$ cat config.mk
export PLATFORM = sky130hd
export DESIGN_NAME = positional_sequence_store_unit_flat
export DESIGN_NICKNAME = d
export VERILOG_FILES = /design/src/sv/psq_pkg.sv /design/src/sv/psq_if.sv /design/src/sv/psq_cell.sv /design/src/sv/positional_sequence_store_unit.sv /design/src/flat_wrapper.sv
export SDC_FILE = /design/constraint.sdc
export NUM_CORES = 2
export LEC_CHECK = 0
export BUFFER_PORTS_ARGS = -buffer_cell sky130_fd_sc_hd__buf_2
export CORE_ASPECT_RATIO = 2
export CORE_MARGIN = 3
export CORE_UTILIZATION = 55
export DETAILED_ROUTE_END_ITERATION = 10
export PLACE_DENSITY = 0.82
export SETUP_SLACK_MARGIN = 0.2
export SLEW_MARGIN = 20
export SYNTH_ARGS = -nofsm -noshare
export SYNTH_HDL_FRONTEND = slang
export SYNTH_HIERARCHICAL = 1
export SYNTH_SLANG_ARGS = --single-unit
$ cat constraint.sdc
create_clock -name i_clk -period 10.6 [get_ports i_clk]
set_input_delay 0 -clock i_clk [delete_from_list [all_inputs] [get_ports i_clk]]
set_output_delay 0 -clock i_clk [all_outputs]
set_load 0.01 [all_outputs]
$ cat src/sv/psq_pkg.sv
// Package for the positional sequence store.
// Holds the operation codes, result status codes, controller states and the
// command word that the controller broadcasts along the row of cells.
package psq_pkg;

    // Field widths of the operation and result words
    localparam int PSQ_DATA_W  = 32;
    localparam int PSQ_POS_W   = 8;
    localparam int PSQ_COUNT_W = 5;
    // Cell index width, wide enough for up to 128 cells
    localparam int PSQ_IDX_W   = 7;

    typedef enum logic [2:0] {
        MODE_ADD_HEAD  = 3'd0,
        MODE_ADD_TAIL  = 3'd1,
        MODE_DEL_HEAD  = 3'd2,
        MODE_DEL_TAIL  = 3'd3,
        MODE_CLEAR     = 3'd4,
        MODE_INSERT_AT = 3'd5,
        MODE_DELETE_AT = 3'd6,
        MODE_DUMP      = 3'd7
    } t_psq_mode;

    typedef enum logic [1:0] {
        ST_DONE  = 2'd0,
        ST_EMPTY = 2'd1,
        ST_FULL  = 2'd2
    } t_psq_status;

    typedef enum logic [0:0] {
        S_IDLE = 1'b0,
        S_DUMP = 1'b1
    } t_psq_state;

    // Per-cycle action of the cell row
    typedef enum logic [1:0] {
        CMD_HOLD = 2'd0,
        CMD_INS  = 2'd1,
        CMD_DEL  = 2'd2,
        CMD_ROT  = 2'd3
    } t_psq_op;

    typedef struct packed {
        t_psq_op              op;
        logic [PSQ_IDX_W-1:0] idx;
    } t_psq_cmd;

endpackage

$ cat src/sv/psq_if.sv
// Valid/ready channels of the positional sequence store.
// psq_op_if carries operation words, psq_res_if carries result words.
// Depends on nothing.
interface psq_op_if;
    logic               valid;
    logic               ready;
    logic [2:0]         mode;
    logic signed [31:0] data_in;
    logic signed [7:0]  position;

    modport source (output valid, output mode, output data_in, output position, input ready);
    modport sink   (input valid, input mode, input data_in, input position, output ready);
endinterface

interface psq_res_if;
    logic               valid;
    logic               ready;
    logic [1:0]         status;
    logic [4:0]         count;
    logic signed [31:0] data_out;
    logic               data_valid;
    logic               last;

    modport source (output valid, output status, output count, output data_out,
                    output data_valid, output last, input ready);
    modport sink   (input valid, input status, input count, input data_out,
                    input data_valid, input last, output ready);
endinterface

$ cat src/sv/psq_cell.sv
// One storage cell of the sequence row.
// Depends on psq_pkg; takes its next value from itself, a neighbor or the load bus.
module psq_cell
    import psq_pkg::*;
#(
    parameter int IDX = 0
) (
    input  logic                         i_clk,
    input  t_psq_cmd                     i_cmd,
    input  logic signed [PSQ_DATA_W-1:0] i_left,
    input  logic signed [PSQ_DATA_W-1:0] i_right,
    input  logic signed [PSQ_DATA_W-1:0] i_load,
    output logic signed [PSQ_DATA_W-1:0] o_value
);

    localparam logic [PSQ_IDX_W-1:0] MyIdx = PSQ_IDX_W'(IDX);

    logic signed [PSQ_DATA_W-1:0] r_value;
    logic signed [PSQ_DATA_W-1:0] n_value;

    // Pick the next value from the broadcast command and this cell's place
    always_comb begin
        n_value = r_value;
        case (i_cmd.op)
            CMD_INS: begin
                if (MyIdx > i_cmd.idx) begin
                    n_value = i_left;
                end else if (MyIdx == i_cmd.idx) begin
                    n_value = i_load;
                end
            end
            CMD_DEL: begin
                if (MyIdx >= i_cmd.idx) begin
                    n_value = i_right;
                end
            end
            CMD_ROT: begin
                if (MyIdx < i_cmd.idx) begin
                    n_value = i_right;
                end else if (MyIdx == i_cmd.idx) begin
                    n_value = i_load;
                end
            end
            default: begin
                n_value = r_value;
            end
        endcase
    end

    always_ff @(posedge i_clk) begin
        r_value <= n_value;
    end

    assign o_value = r_value;

endmodule

$ cat src/sv/positional_sequence_store_unit.sv
// Positional sequence store: an ordered list of signed 32-bit values kept in
// a row of CAPACITY shifting cells, head in cell 0.
//
// Usage:
//   i_op  (sink)  : one operation word per handshake: mode, data_in, position.
//   o_res (source): result words: status, count, data_out, data_valid, last.
//   Every edit (add, delete, clear, insert, delete at) updates the row or the count
//   as it is accepted (a rejected add or delete changes neither) and registers one
//   result word, valid in the cycle after acceptance; edits sustain one word per
//   cycle while o_res.ready is high. Dump of a non-empty list loads no word on
//   acceptance, then gives one result word per cycle while o_res.ready is high for
//   each stored value, head first, last marked; the row rotates one place per word
//   and is back in order after the final word. Dump of an empty list gives one word.
//   The output register is the only buffer: while o_res.ready is low the
//   pending word holds, the row holds, and i_op.ready stays low.
//   Reset (i_rst_n low, synchronous) empties the list; cell contents are not
//   cleared, as only cells below the count are ever read.
module positional_sequence_store_unit
    import psq_pkg::*;
#(
    parameter int CAPACITY = 16
) (
    input  logic     i_clk,
    input  logic     i_rst_n,
    psq_op_if.sink   i_op,
    psq_res_if.source o_res
);

    localparam int CW   = $clog2(CAPACITY + 1);
    localparam int CMPW = (CW + 1 > PSQ_POS_W) ? CW + 1 : PSQ_POS_W;
    localparam logic [CW-1:0] CapCount = CW'(CAPACITY);

    t_psq_state r_state;
    t_psq_state n_state;
    logic [CW-1:0] r_count;
    logic [CW-1:0] n_count;
    logic [CW-1:0] r_left;
    logic [CW-1:0] n_left;

    logic                         r_out_valid;
    logic [1:0]                   r_status;
    logic [PSQ_COUNT_W-1:0]       r_res_count;
    logic signed [PSQ_DATA_W-1:0] r_data;
    logic                         r_dvalid;
    logic                         r_last;

    logic                         w_out_free;
    logic                         w_accept;
    logic                         w_res_load;
    t_psq_status                  w_status;
    logic signed [PSQ_DATA_W-1:0] w_data;
    logic                         w_dvalid;
    logic                         w_last;
    t_psq_cmd                     w_cmd;
    logic signed [PSQ_DATA_W-1:0] w_load;
    logic signed [PSQ_DATA_W-1:0] w_cell [CAPACITY];

    logic            w_empty;
    logic            w_full;
    logic [CW-1:0]   w_cnt_m1;
    logic            w_pos_pos;
    logic [CMPW-1:0] w_pos_u;
    logic [CMPW-1:0] w_cnt_u;
    logic [CMPW-1:0] w_cnt_m1_u;
    logic [CW-1:0]   w_ins_idx;
    logic [CW-1:0]   w_del_idx;

    // Handshake status
    assign w_out_free = !r_out_valid || o_res.ready;
    assign w_accept   = i_op.valid && i_op.ready;

    // Position clamping against the current count
    assign w_empty    = (r_count == '0);
    assign w_full     = (r_count == CapCount);
    assign w_cnt_m1   = r_count - CW'(1);
    assign w_pos_pos  = !i_op.position[PSQ_POS_W-1] && (i_op.position != '0);
    assign w_pos_u    = CMPW'(i_op.position[PSQ_POS_W-2:0]);
    assign w_cnt_u    = CMPW'(r_count);
    assign w_cnt_m1_u = CMPW'(w_cnt_m1);
    assign w_ins_idx  = !w_pos_pos ? '0 :
                        (w_pos_u >= w_cnt_u) ? r_count : w_pos_u[CW-1:0];
    assign w_del_idx  = !w_pos_pos ? '0 :
                        (w_pos_u >= w_cnt_m1_u) ? w_cnt_m1 : w_pos_u[CW-1:0];

    // Next state
    always_comb begin
        n_state = r_state;
        unique case (r_state)
            S_IDLE: begin
                if (w_accept && (t_psq_mode'(i_op.mode) == MODE_DUMP) && !w_empty) begin
                    n_state = S_DUMP;
                end
            end
            S_DUMP: begin
                if (w_out_free && (r_left == CW'(1))) begin
                    n_state = S_IDLE;
                end
            end
            default: begin
                n_state = S_IDLE;
            end
        endcase
    end

    // Row command, count update and result word
    always_comb begin
        i_op.ready = 1'b0;
        w_cmd.op   = CMD_HOLD;
        w_cmd.idx  = '0;
        w_load     = i_op.data_in;
        n_count    = r_count;
        n_left     = r_left;
        w_res_load = 1'b0;
        w_status   = ST_DONE;
        w_data     = '0;
        w_dvalid   = 1'b0;
        w_last     = 1'b1;
        unique case (r_state)
            S_IDLE: begin
                i_op.ready = w_out_free;
                if (w_accept) begin
                    w_res_load = 1'b1;
                    unique case (t_psq_mode'(i_op.mode))
                        MODE_ADD_HEAD, MODE_ADD_TAIL, MODE_INSERT_AT: begin
                            if (w_full) begin
                                w_status = ST_FULL;
                            end else begin
                                w_cmd.op = CMD_INS;
                                n_count  = r_count + CW'(1);
                                if (t_psq_mode'(i_op.mode) == MODE_ADD_TAIL) begin
                                    w_cmd.idx = PSQ_IDX_W'(r_count);
                                end else if (t_psq_mode'(i_op.mode) == MODE_INSERT_AT) begin
                                    w_cmd.idx = PSQ_IDX_W'(w_ins_idx);
                                end
                            end
                        end
                        MODE_DEL_HEAD, MODE_DEL_TAIL, MODE_DELETE_AT: begin
                            if (w_empty) begin
                                w_status = ST_EMPTY;
                            end else begin
                                w_cmd.op = CMD_DEL;
                                n_count  = w_cnt_m1;
                                if (t_psq_mode'(i_op.mode) == MODE_DEL_TAIL) begin
                                    w_cmd.idx = PSQ_IDX_W'(w_cnt_m1);
                                end else if (t_psq_mode'(i_op.mode) == MODE_DELETE_AT) begin
                                    w_cmd.idx = PSQ_IDX_W'(w_del_idx);
                                end
                            end
                        end
                        MODE_CLEAR: begin
                            n_count = '0;
                        end
                        MODE_DUMP: begin
                            // Empty list answers at once; otherwise start the walk
                            if (!w_empty) begin
                                w_res_load = 1'b0;
                                n_left     = r_count;
                            end
                        end
                    endcase
                end
            end
            S_DUMP: begin
                // Emit the head and rotate it to the tail of the valid cells
                if (w_out_free) begin
                    w_res_load = 1'b1;
                    w_data     = w_cell[0];
                    w_dvalid   = 1'b1;
                    w_last     = (r_left == CW'(1));
                    w_cmd.op   = CMD_ROT;
                    w_cmd.idx  = PSQ_IDX_W'(w_cnt_m1);
                    w_load     = w_cell[0];
                    n_left     = r_left - CW'(1);
                end
            end
            default: begin
                i_op.ready = 1'b0;
            end
        endcase
    end

    // Control registers
    always_ff @(posedge i_clk) begin
        if (!i_rst_n) begin
            r_state     <= S_IDLE;
            r_count     <= '0;
            r_left      <= '0;
            r_out_valid <= 1'b0;
        end else begin
            r_state <= n_state;
            r_count <= n_count;
            r_left  <= n_left;
            if (w_res_load) begin
                r_out_valid <= 1'b1;
            end else if (o_res.ready) begin
                r_out_valid <= 1'b0;
            end
        end
    end

    // Output word register
    always_ff @(posedge i_clk) begin
        if (w_res_load) begin
            r_status    <= w_status;
            r_res_count <= PSQ_COUNT_W'(n_count);
            r_data      <= w_data;
            r_dvalid    <= w_dvalid;
            r_last      <= w_last;
        end
    end

    assign o_res.valid      = r_out_valid;
    assign o_res.status     = r_status;
    assign o_res.count      = r_res_count;
    assign o_res.data_out   = r_data;
    assign o_res.data_valid = r_dvalid;
    assign o_res.last       = r_last;

    // Row of cells, each wired to its neighbors
    for (genvar g = 0; g < CAPACITY; g++) begin : g_cell
        logic signed [PSQ_DATA_W-1:0] w_left;
        logic signed [PSQ_DATA_W-1:0] w_right;

        if (g == 0) begin : g_head
            assign w_left = w_load;
        end else begin : g_mid_l
            assign w_left = w_cell[g-1];
        end
        if (g == CAPACITY - 1) begin : g_tail
            assign w_right = w_cell[g];
        end else begin : g_mid_r
            assign w_right = w_cell[g+1];
        end

        psq_cell #(
            .IDX (g)
        ) u_cell (
            .i_clk   (i_clk),
            .i_cmd   (w_cmd),
            .i_left  (w_left),
            .i_right (w_right),
            .i_load  (w_load),
            .o_value (w_cell[g])
        );
    end

endmodule

$ cat src/flat_wrapper.sv
// flat-port wrapper written by rule: the top's interface ports become plain ports
module positional_sequence_store_unit_flat import psq_pkg::*;
#(
    parameter int CAPACITY = 16
)
  (i_clk, i_rst_n, i_op_valid, i_op_mode, i_op_data_in, i_op_position, i_op_ready, o_res_valid, o_res_status, o_res_count, o_res_data_out, o_res_data_valid, o_res_last, o_res_ready);
  psq_op_if i_op_i ();
  psq_res_if o_res_i ();
  input  logic i_clk;
  input  logic i_rst_n;
  input wire logic [$bits(i_op_i.valid)-1:0] i_op_valid;
  input wire logic [$bits(i_op_i.mode)-1:0] i_op_mode;
  input wire logic [$bits(i_op_i.data_in)-1:0] i_op_data_in;
  input wire logic [$bits(i_op_i.position)-1:0] i_op_position;
  output wire logic [$bits(i_op_i.ready)-1:0] i_op_ready;
  output wire logic [$bits(o_res_i.valid)-1:0] o_res_valid;
  output wire logic [$bits(o_res_i.status)-1:0] o_res_status;
  output wire logic [$bits(o_res_i.count)-1:0] o_res_count;
  output wire logic [$bits(o_res_i.data_out)-1:0] o_res_data_out;
  output wire logic [$bits(o_res_i.data_valid)-1:0] o_res_data_valid;
  output wire logic [$bits(o_res_i.last)-1:0] o_res_last;
  input wire logic [$bits(o_res_i.ready)-1:0] o_res_ready;
  assign i_op_i.valid = i_op_valid;
  assign i_op_i.mode = i_op_mode;
  assign i_op_i.data_in = i_op_data_in;
  assign i_op_i.position = i_op_position;
  assign i_op_ready = i_op_i.ready;
  assign o_res_valid = o_res_i.valid;
  assign o_res_status = o_res_i.status;
  assign o_res_count = o_res_i.count;
  assign o_res_data_out = o_res_i.data_out;
  assign o_res_data_valid = o_res_i.data_valid;
  assign o_res_last = o_res_i.last;
  assign o_res_i.ready = o_res_ready;
  positional_sequence_store_unit #(.CAPACITY(CAPACITY)) u_core (.i_clk(i_clk), .i_rst_n(i_rst_n), .i_op(i_op_i), .o_res(o_res_i));
endmodule
==> Word-level counts from Yosys, hierarchy flattened <==
Index checks and enable logic that the tools add are counted.
{ "word_totals": {"reg_bits": 565, "inputBits": 47} }
{ "classes": {"add_sub_neg": 3, "magnitude_cmp": 49, "n_eq_ne": 47, "mux": 119, "bitwise": 2, "n_reduce_logical": 37} }
{ "ops": {"columns": ["cell", "n"], "rows": [
  ["32-bit 2-to-1 mux", 65],
  ["32-bit case mux with 3 select lines", 15],
  ["5-bit 2-to-1 mux", 14],
  ["32-bit case mux with 2 select lines", 1],
  ["4-bit by 7-bit == test with 1-bit output (first input constant)", 8],
  ["4-bit by 7-bit greater-than comparator with 1-bit output (first input constant)", 8],
  ["4-bit by 7-bit less-than comparator with 1-bit output (first input constant)", 8],
  ["4-bit by 7-bit greater-or-equal comparator with 1-bit output (first input constant)", 7],
  ["2-bit != test (second input constant)", 18],
  ["9-bit case mux with 2 select lines", 2],
  ["2-bit AND reduction", 17],
  ["3-bit by 7-bit == test with 1-bit output (first input constant)", 4],
  ["3-bit by 7-bit greater-or-equal comparator with 1-bit output (first input constant)", 4],
  ["3-bit by 7-bit greater-than comparator with 1-bit output (first input constant)", 4],
  ["3-bit by 7-bit less-than comparator with 1-bit output (first input constant)", 4],
  ["9-bit 2-to-1 mux", 3],
  ["5-bit case mux with 3 select lines", 1],
  ["2-bit by 7-bit == test with 1-bit output (first input constant)", 2],
  ["1-bit by 7-bit greater-or-equal comparator with 1-bit output (first input constant)", 2],
  ["2-bit by 7-bit greater-or-equal comparator with 1-bit output (first input constant)", 2],
  ["7-bit by 5-bit greater-or-equal comparator with 1-bit output", 2],
  ["1-bit by 7-bit greater-than comparator with 1-bit output (first input constant)", 2],
  ["2-bit by 7-bit greater-than comparator with 1-bit output (first input constant)", 2],
  ["1-bit by 7-bit less-than comparator with 1-bit output (first input constant)", 2],
  ["32 further kinds", 60]
]} }

==> Depth between registers and ports, before layout <==
{ "logic_depth": {"depth_word": 14, "ltp_mapped": 20} }

==> By module <==
The synthesis kept the hierarchy.
{ "modules_own_cells": {"columns": ["mod", "n_inst", "cells_per_inst", "area_each_um2", "seq_area_each_um2"], "rows": [
  ["psq_cell (u_core.g_cell[14].u_cell ...)", 2, 163, 1915.6, 960.9],
  ["positional_sequence_store_unit", 1, 316, 3233.1, 1471.4],
  ["psq_cell (u_core.g_cell[8].u_cell)", 1, 367, 2982.9, 960.9],
  ["psq_cell (u_core.g_cell[0].u_cell)", 1, 157, 2195.9, 960.9],
  ["psq_cell (u_core.g_cell[6].u_cell)", 1, 184, 2188.3, 960.9],
  ["psq_cell (u_core.g_cell[10].u_cell)", 1, 186, 2178.3, 960.9],
  ["psq_cell (u_core.g_cell[5].u_cell)", 1, 151, 1995.7, 960.9],
  ["psq_cell (u_core.g_cell[11].u_cell)", 1, 148, 1983.2, 960.9],
  ["psq_cell (u_core.g_cell[4].u_cell)", 1, 182, 1941.9, 960.9],
  ["psq_cell (u_core.g_cell[3].u_cell)", 1, 162, 1904.3, 960.9],
  ["psq_cell (u_core.g_cell[13].u_cell)", 1, 152, 1899.3, 960.9],
  ["psq_cell (u_core.g_cell[15].u_cell)", 1, 161, 1893.1, 960.9],
  ["psq_cell (u_core.g_cell[12].u_cell)", 1, 157, 1868.0, 960.9],
  ["psq_cell (u_core.g_cell[2].u_cell)", 1, 151, 1850.5, 960.9],
  ["2 more rows", null, null, null, null]
]} }

==> Least setup slack after synthesis <==
No wires, ideal clock.
{ "synth_path": {"path_kind": "reg2reg", "startpoint": "register u_core.r_count[0]", "endpoint": "register u_core.g_cell[8].u_cell.r_value[0], enable pin", "arrival_ns": 7.493, "t_required_ns": 10.130, "path_slack_ns": 2.637, "path_stages_with_launch": 9, "path_buffers": 1, "period_less_slack_ns": 7.963, "cell_sequence": "dfxtp_1 -> buf_2 -> inv_1 -> ha_1 -> or4b_4 -> nand3_2 -> o21ai_0 -> inv_1 -> o31ai_1"} }
{ "synth_rtl": {"columns": ["item", "line_no", "source"], "rows": [
  ["from (decl)", "positional_sequence_store_unit.sv:35", "logic [CW-1:0] r_count;"],
  ["from (signal assigned)", "positional_sequence_store_unit.sv:191", "r_count <= n_count;"],
  ["to (signal assigned)", "psq_cell.sv:51", "r_value <= n_value;"],
  ["to (decl)", "psq_cell.sv:18", "logic signed [PSQ_DATA_W-1:0] r_value;"]
]} }

==> results.py <==
metrics = {
    "status": {
        "outcome": "completed",
    },
    "placement": {
        "gp_congestion": 0.8906,
        "pre_cts_setup_slack_ns": 3.924,
        "io_buffer_count": 89,
        "place_hpwl_um": 77050,
    },
    "grt": {
        "grt_start_max_net_pins": 143,
        "grt_first_pass_wirelength_um": 170500,
        "grt_use_total": 0.3183,
        "grt.overflow.total": 0,
        "first_global_vias": 29610,
        "antenna_found_initial": 12,
    },
    "power_and_ir_drop": {
        "power.leakage_uw": 0.01346,
        "combPwrFrac": 0.171,
        "clock_power_share": 0.330,
        "internal_power_uw": 4083,
        "p_sw_frac": 0.2872,
        "vdd_ir_drop_max_mv": 0.1260,
        "power_per_cell_area_mw_per_mm2": 151.3,
        "power.sequential.fraction": 0.499,
        "power_switching_uw": 1645,
    },
    "layout": {
        "area_delta_synth_final_pct": 6.326,
        "finish.net_count": 3131,
        "drive_above_1_share": 0.1615,
    },
    "setup_path": {
        "crit_path_launch_type": "flip-flop",
        "largest_fanout_of_any_net_on_the_critical_path": 53,
        "regToRegStartpoint": "u_core/r_count[0]",
        "worstSetupPathType": "reg2reg",
        "worst_ep_arrival_time_ns": 7.26,
        "crit_path_start": "u_core/r_count[0]",
        "worst-endpoint-required_ns": 10.92,
        "endpoint_kind": "flip-flop",
    },
    "clock_network": {
        "path_clk_slew_ns": 0.07,
        "clkSinkCount": 565,
        "cts_setup_buffers": 0,
        "worstSkewPairLatency_ns": 0.63,
        "number_of_buffers_added_by_the_clock_tree_synthesis_step": 50,
        "cts-root-to-sink-buffers": 3,
        "tritoncts": "done",
        "htree_levels": 2,
        "ctsRootBufferMaster": "clkbuf_16",
    },
    "logic_synthesis": {
        "synth-main-ff-cell": "edfxtp_1",
        "synth-seq-cells": 565,
        "syn_area_mm2": 0.03562,
        "yosys.cell_types.count": 113,
        "synth.most_common_cell": "edfxtp_1",
        "synthCells": 3101,
        "synth.mux.area_fraction": 0.1116,
        "synth_edf_count": 553,
        "async_reset_ff_frac": 0,
        "avgSynthCellArea_um2": 11.49,
        "netlist.area_leader.share": 0.4662,
        "synth_xor_xnor_area_share": 0.0004918,
        "main_combinational_cell_family_by_area_after_synthesis": "compound AO/OA/AOI/OAI gates",
        "ys_top_cells_by_area": "edfxtp_1 47%, mux2i_1 10%, a22oi_1 7.0%",
        "synth_compound_gate_area_share": 0.2665,
        "synth_top_cell_by_area": "edfxtp_1",
        "netlist_top_cells_count": "553 x edfxtp_1, 361 x mux2i_1, 330 x a22oi_1",
        "simple_gate_share_of_the_synthesized_area": 0.07640,
        "yosysWarnings": 6,
        "synth_adder_area_share": 0.004918,
        "seq_area_frac_synth": 0.4729,
    },
    "timing": {
        "finalHoldViolations": 0,
        "worstMarginPinSlew_ns": 1.163,
        "timing.final.crit_period_ns": 6.940,
        "max_freq_ghz": 0.1441,
        "timing_max_transition_violations_final": 0,
        "setup_total_negative_slack_ns": 0,
        "period_share": 0.6547,
        "finClkSkew_ns": 0.03272,
        "slew-limit-headroom": 0.2246,
        "final_number_of_setup_violating_endpoints": 0,
        "rsz_0062_raised_after_global_routing": "no",
        "worst_slack_ns": 3.660,
    },
    "floorplan": {
        "initial_core_util": 0.5572,
        "num_rows": 131,
        "dieHeight_um": 365.9,
        "floorplan.die_area_mm2": 0.06804,
        "io_pins": 90,
        "die_width_um": 186.0,
        "core_area_mm2": 0.06392,
    },
    "drt": {
        "detail_route.wl_per_cell_um": 28.40,
        "detailedRoute.firstPassIterationCount": 9,
        "post-route-drc-count": 0,
        "detailed_router_s_first_iteration_violation_count": 3839,
        "vias": 28880,
        "drt_wl_total_um": 111100,
        "vias_per_cell": 7.381,
        "detail-route-antenna-nets": 0,
    },
    "hold_path": {
        "worstHoldStart": "i_op_mode[1]",
        "worst_hold_path_type": "in2reg",
    },
    "run": {
        "maxCapViolations": 0,
    },
}
[repair_timing]
item / in CTS / in global routing
gates resized for setup: 0 / 0
hold endpoints to repair: 12 / 0
hold buffers: 4 / 0
[per-stage QoR]
step	hold WS [ns]	instances	util	total power (uW)	instance area (um^2)
finish	0.1185	3912	0.5925	5729	37870
detailed placement	0.4090	3811	0.5660	3839	36180
global placement	0.4132	3810	0.5656	3782	36150
CTS	0.06957	3905	0.5918	5701	37830
floorplan	0.1282	3144	-	3580	35780
global route	0.1122	3907	0.5923	5905	37860
[registers in the layout, summed over array words and instances (netlist names)]
register and count:
u_core/r_count 5, u_core/g_cell.u_cell/o_value 512, u_core/o_res.data_out 32, u_core/o_res.last 1
u_core/o_res.valid 1, u_core/o_res.count 5, u_core/o_res.data_valid 1, u_core/r_left 5
u_core/o_res.status 2, u_core/r_state 1
[worst max-delay path: stages (launching register included)]
cell       delay [ns]
dfxtp_1          0.48
inv_1            0.28
ha_1             0.36
nor3b_1          0.48
nor2_1           0.10
nor2_1           0.25
ha_1             0.32
a2111oi_2        0.32
o21ai_1          0.12
a31o_1           0.25
a2111oi_4        0.43
nand2_1          0.17
o221ai_4         0.09
buf_4            0.59
buf_4            0.56
nand4_1          0.25
a31oi_2          0.24
buf_4            0.39
or2_2            0.65
o21ai_0          0.25
[metal layers]
metal  wire (um)  share of wire  vias to the layer above  GRT usage
met1       34010           0.31                    14060     0.3040
met3       10100          0.091                      619    0.09835
met5         108        0.00097                        -          0
li1            -              -                    12490          -
met4       10190          0.092                       14     0.2606
met2       56710           0.51                     1688     0.5481
[power by group through the flow]
stage / combinational (uW) / sequential, uW / clock [uW]
final: 980 / 2860 / 1890
after floorplan: 732 / 2850 / 0
after global placement: 894 / 2890 / 0
after detailed placement: 940 / 2900 / 0
after global routing: 1050 / 2880 / 1980
after CTS: 946 / 2850 / 1900
[placed cells by master, fill, tap and decap left out, types with 27 or more instances in the layout]
cell       netlist  layout
edfxtp_1       553     553
mux2i_1        361     361
a22oi_1        330     330
o21ai_1        255     255
inv_1          147     146
nand2_1        132     130
nor2_1         104     101
buf_2           99      89
o21ai_2         70      70
buf_4           12      69
a222oi_1        62      62
o221ai_2        60      60
nor3_1          54      52
clkbuf_16        0      51
conb_1           1      44
and3_1          43      43
a21oi_1         44      41
o221ai_1        43      38
a21o_1          37      37
a221o_1         35      35
a32oi_1         35      35
or4_1           32      32
o221a_2         31      31
mux2_1          27      27
[kinds of logic (layout without fill, tap and decap cells)]
group,after synthesis,after routing
AND/OR/NAND/NOR,473,473
multiplexers,393,393
XOR/XNOR,2,2
flip-flops,565,565
AO/OA/AOI/OAI,1214,1214
other,1,50
buffers and inverters,439,403
adder cells (fa/ha/maj),14,14
[final cells by class]
| class | count | area, um^2 |
|---|---|---|
| clock buffers | 63 | 1321 |
| flip-flops and latches | 565 | 16850 |
| repair buffers | 165 | 1046 |
| diodes | 6 | 15.01 |
| fillers | 4978 | 26050 |
| multi-input cells | 2140 | 16800 |
| clock inverters | 27 | 292.8 |
| well taps | 798 | 998.5 |
| inverters | 148 | 555.5 |
[final timing paths]
check                                              to  cells after the start  slack, ns
setup / recovery  u_core/g_cell[14].u_cell/o_value[0]                     19       3.66
hold / removal                 u_core/o_res.status[0]                      3       0.12
hold reg to reg                      u_core/r_left[1]                      2       0.55
setup reg to reg  u_core/g_cell[14].u_cell/o_value[0]                     19       3.66
(Power assumes the default switching activity.)
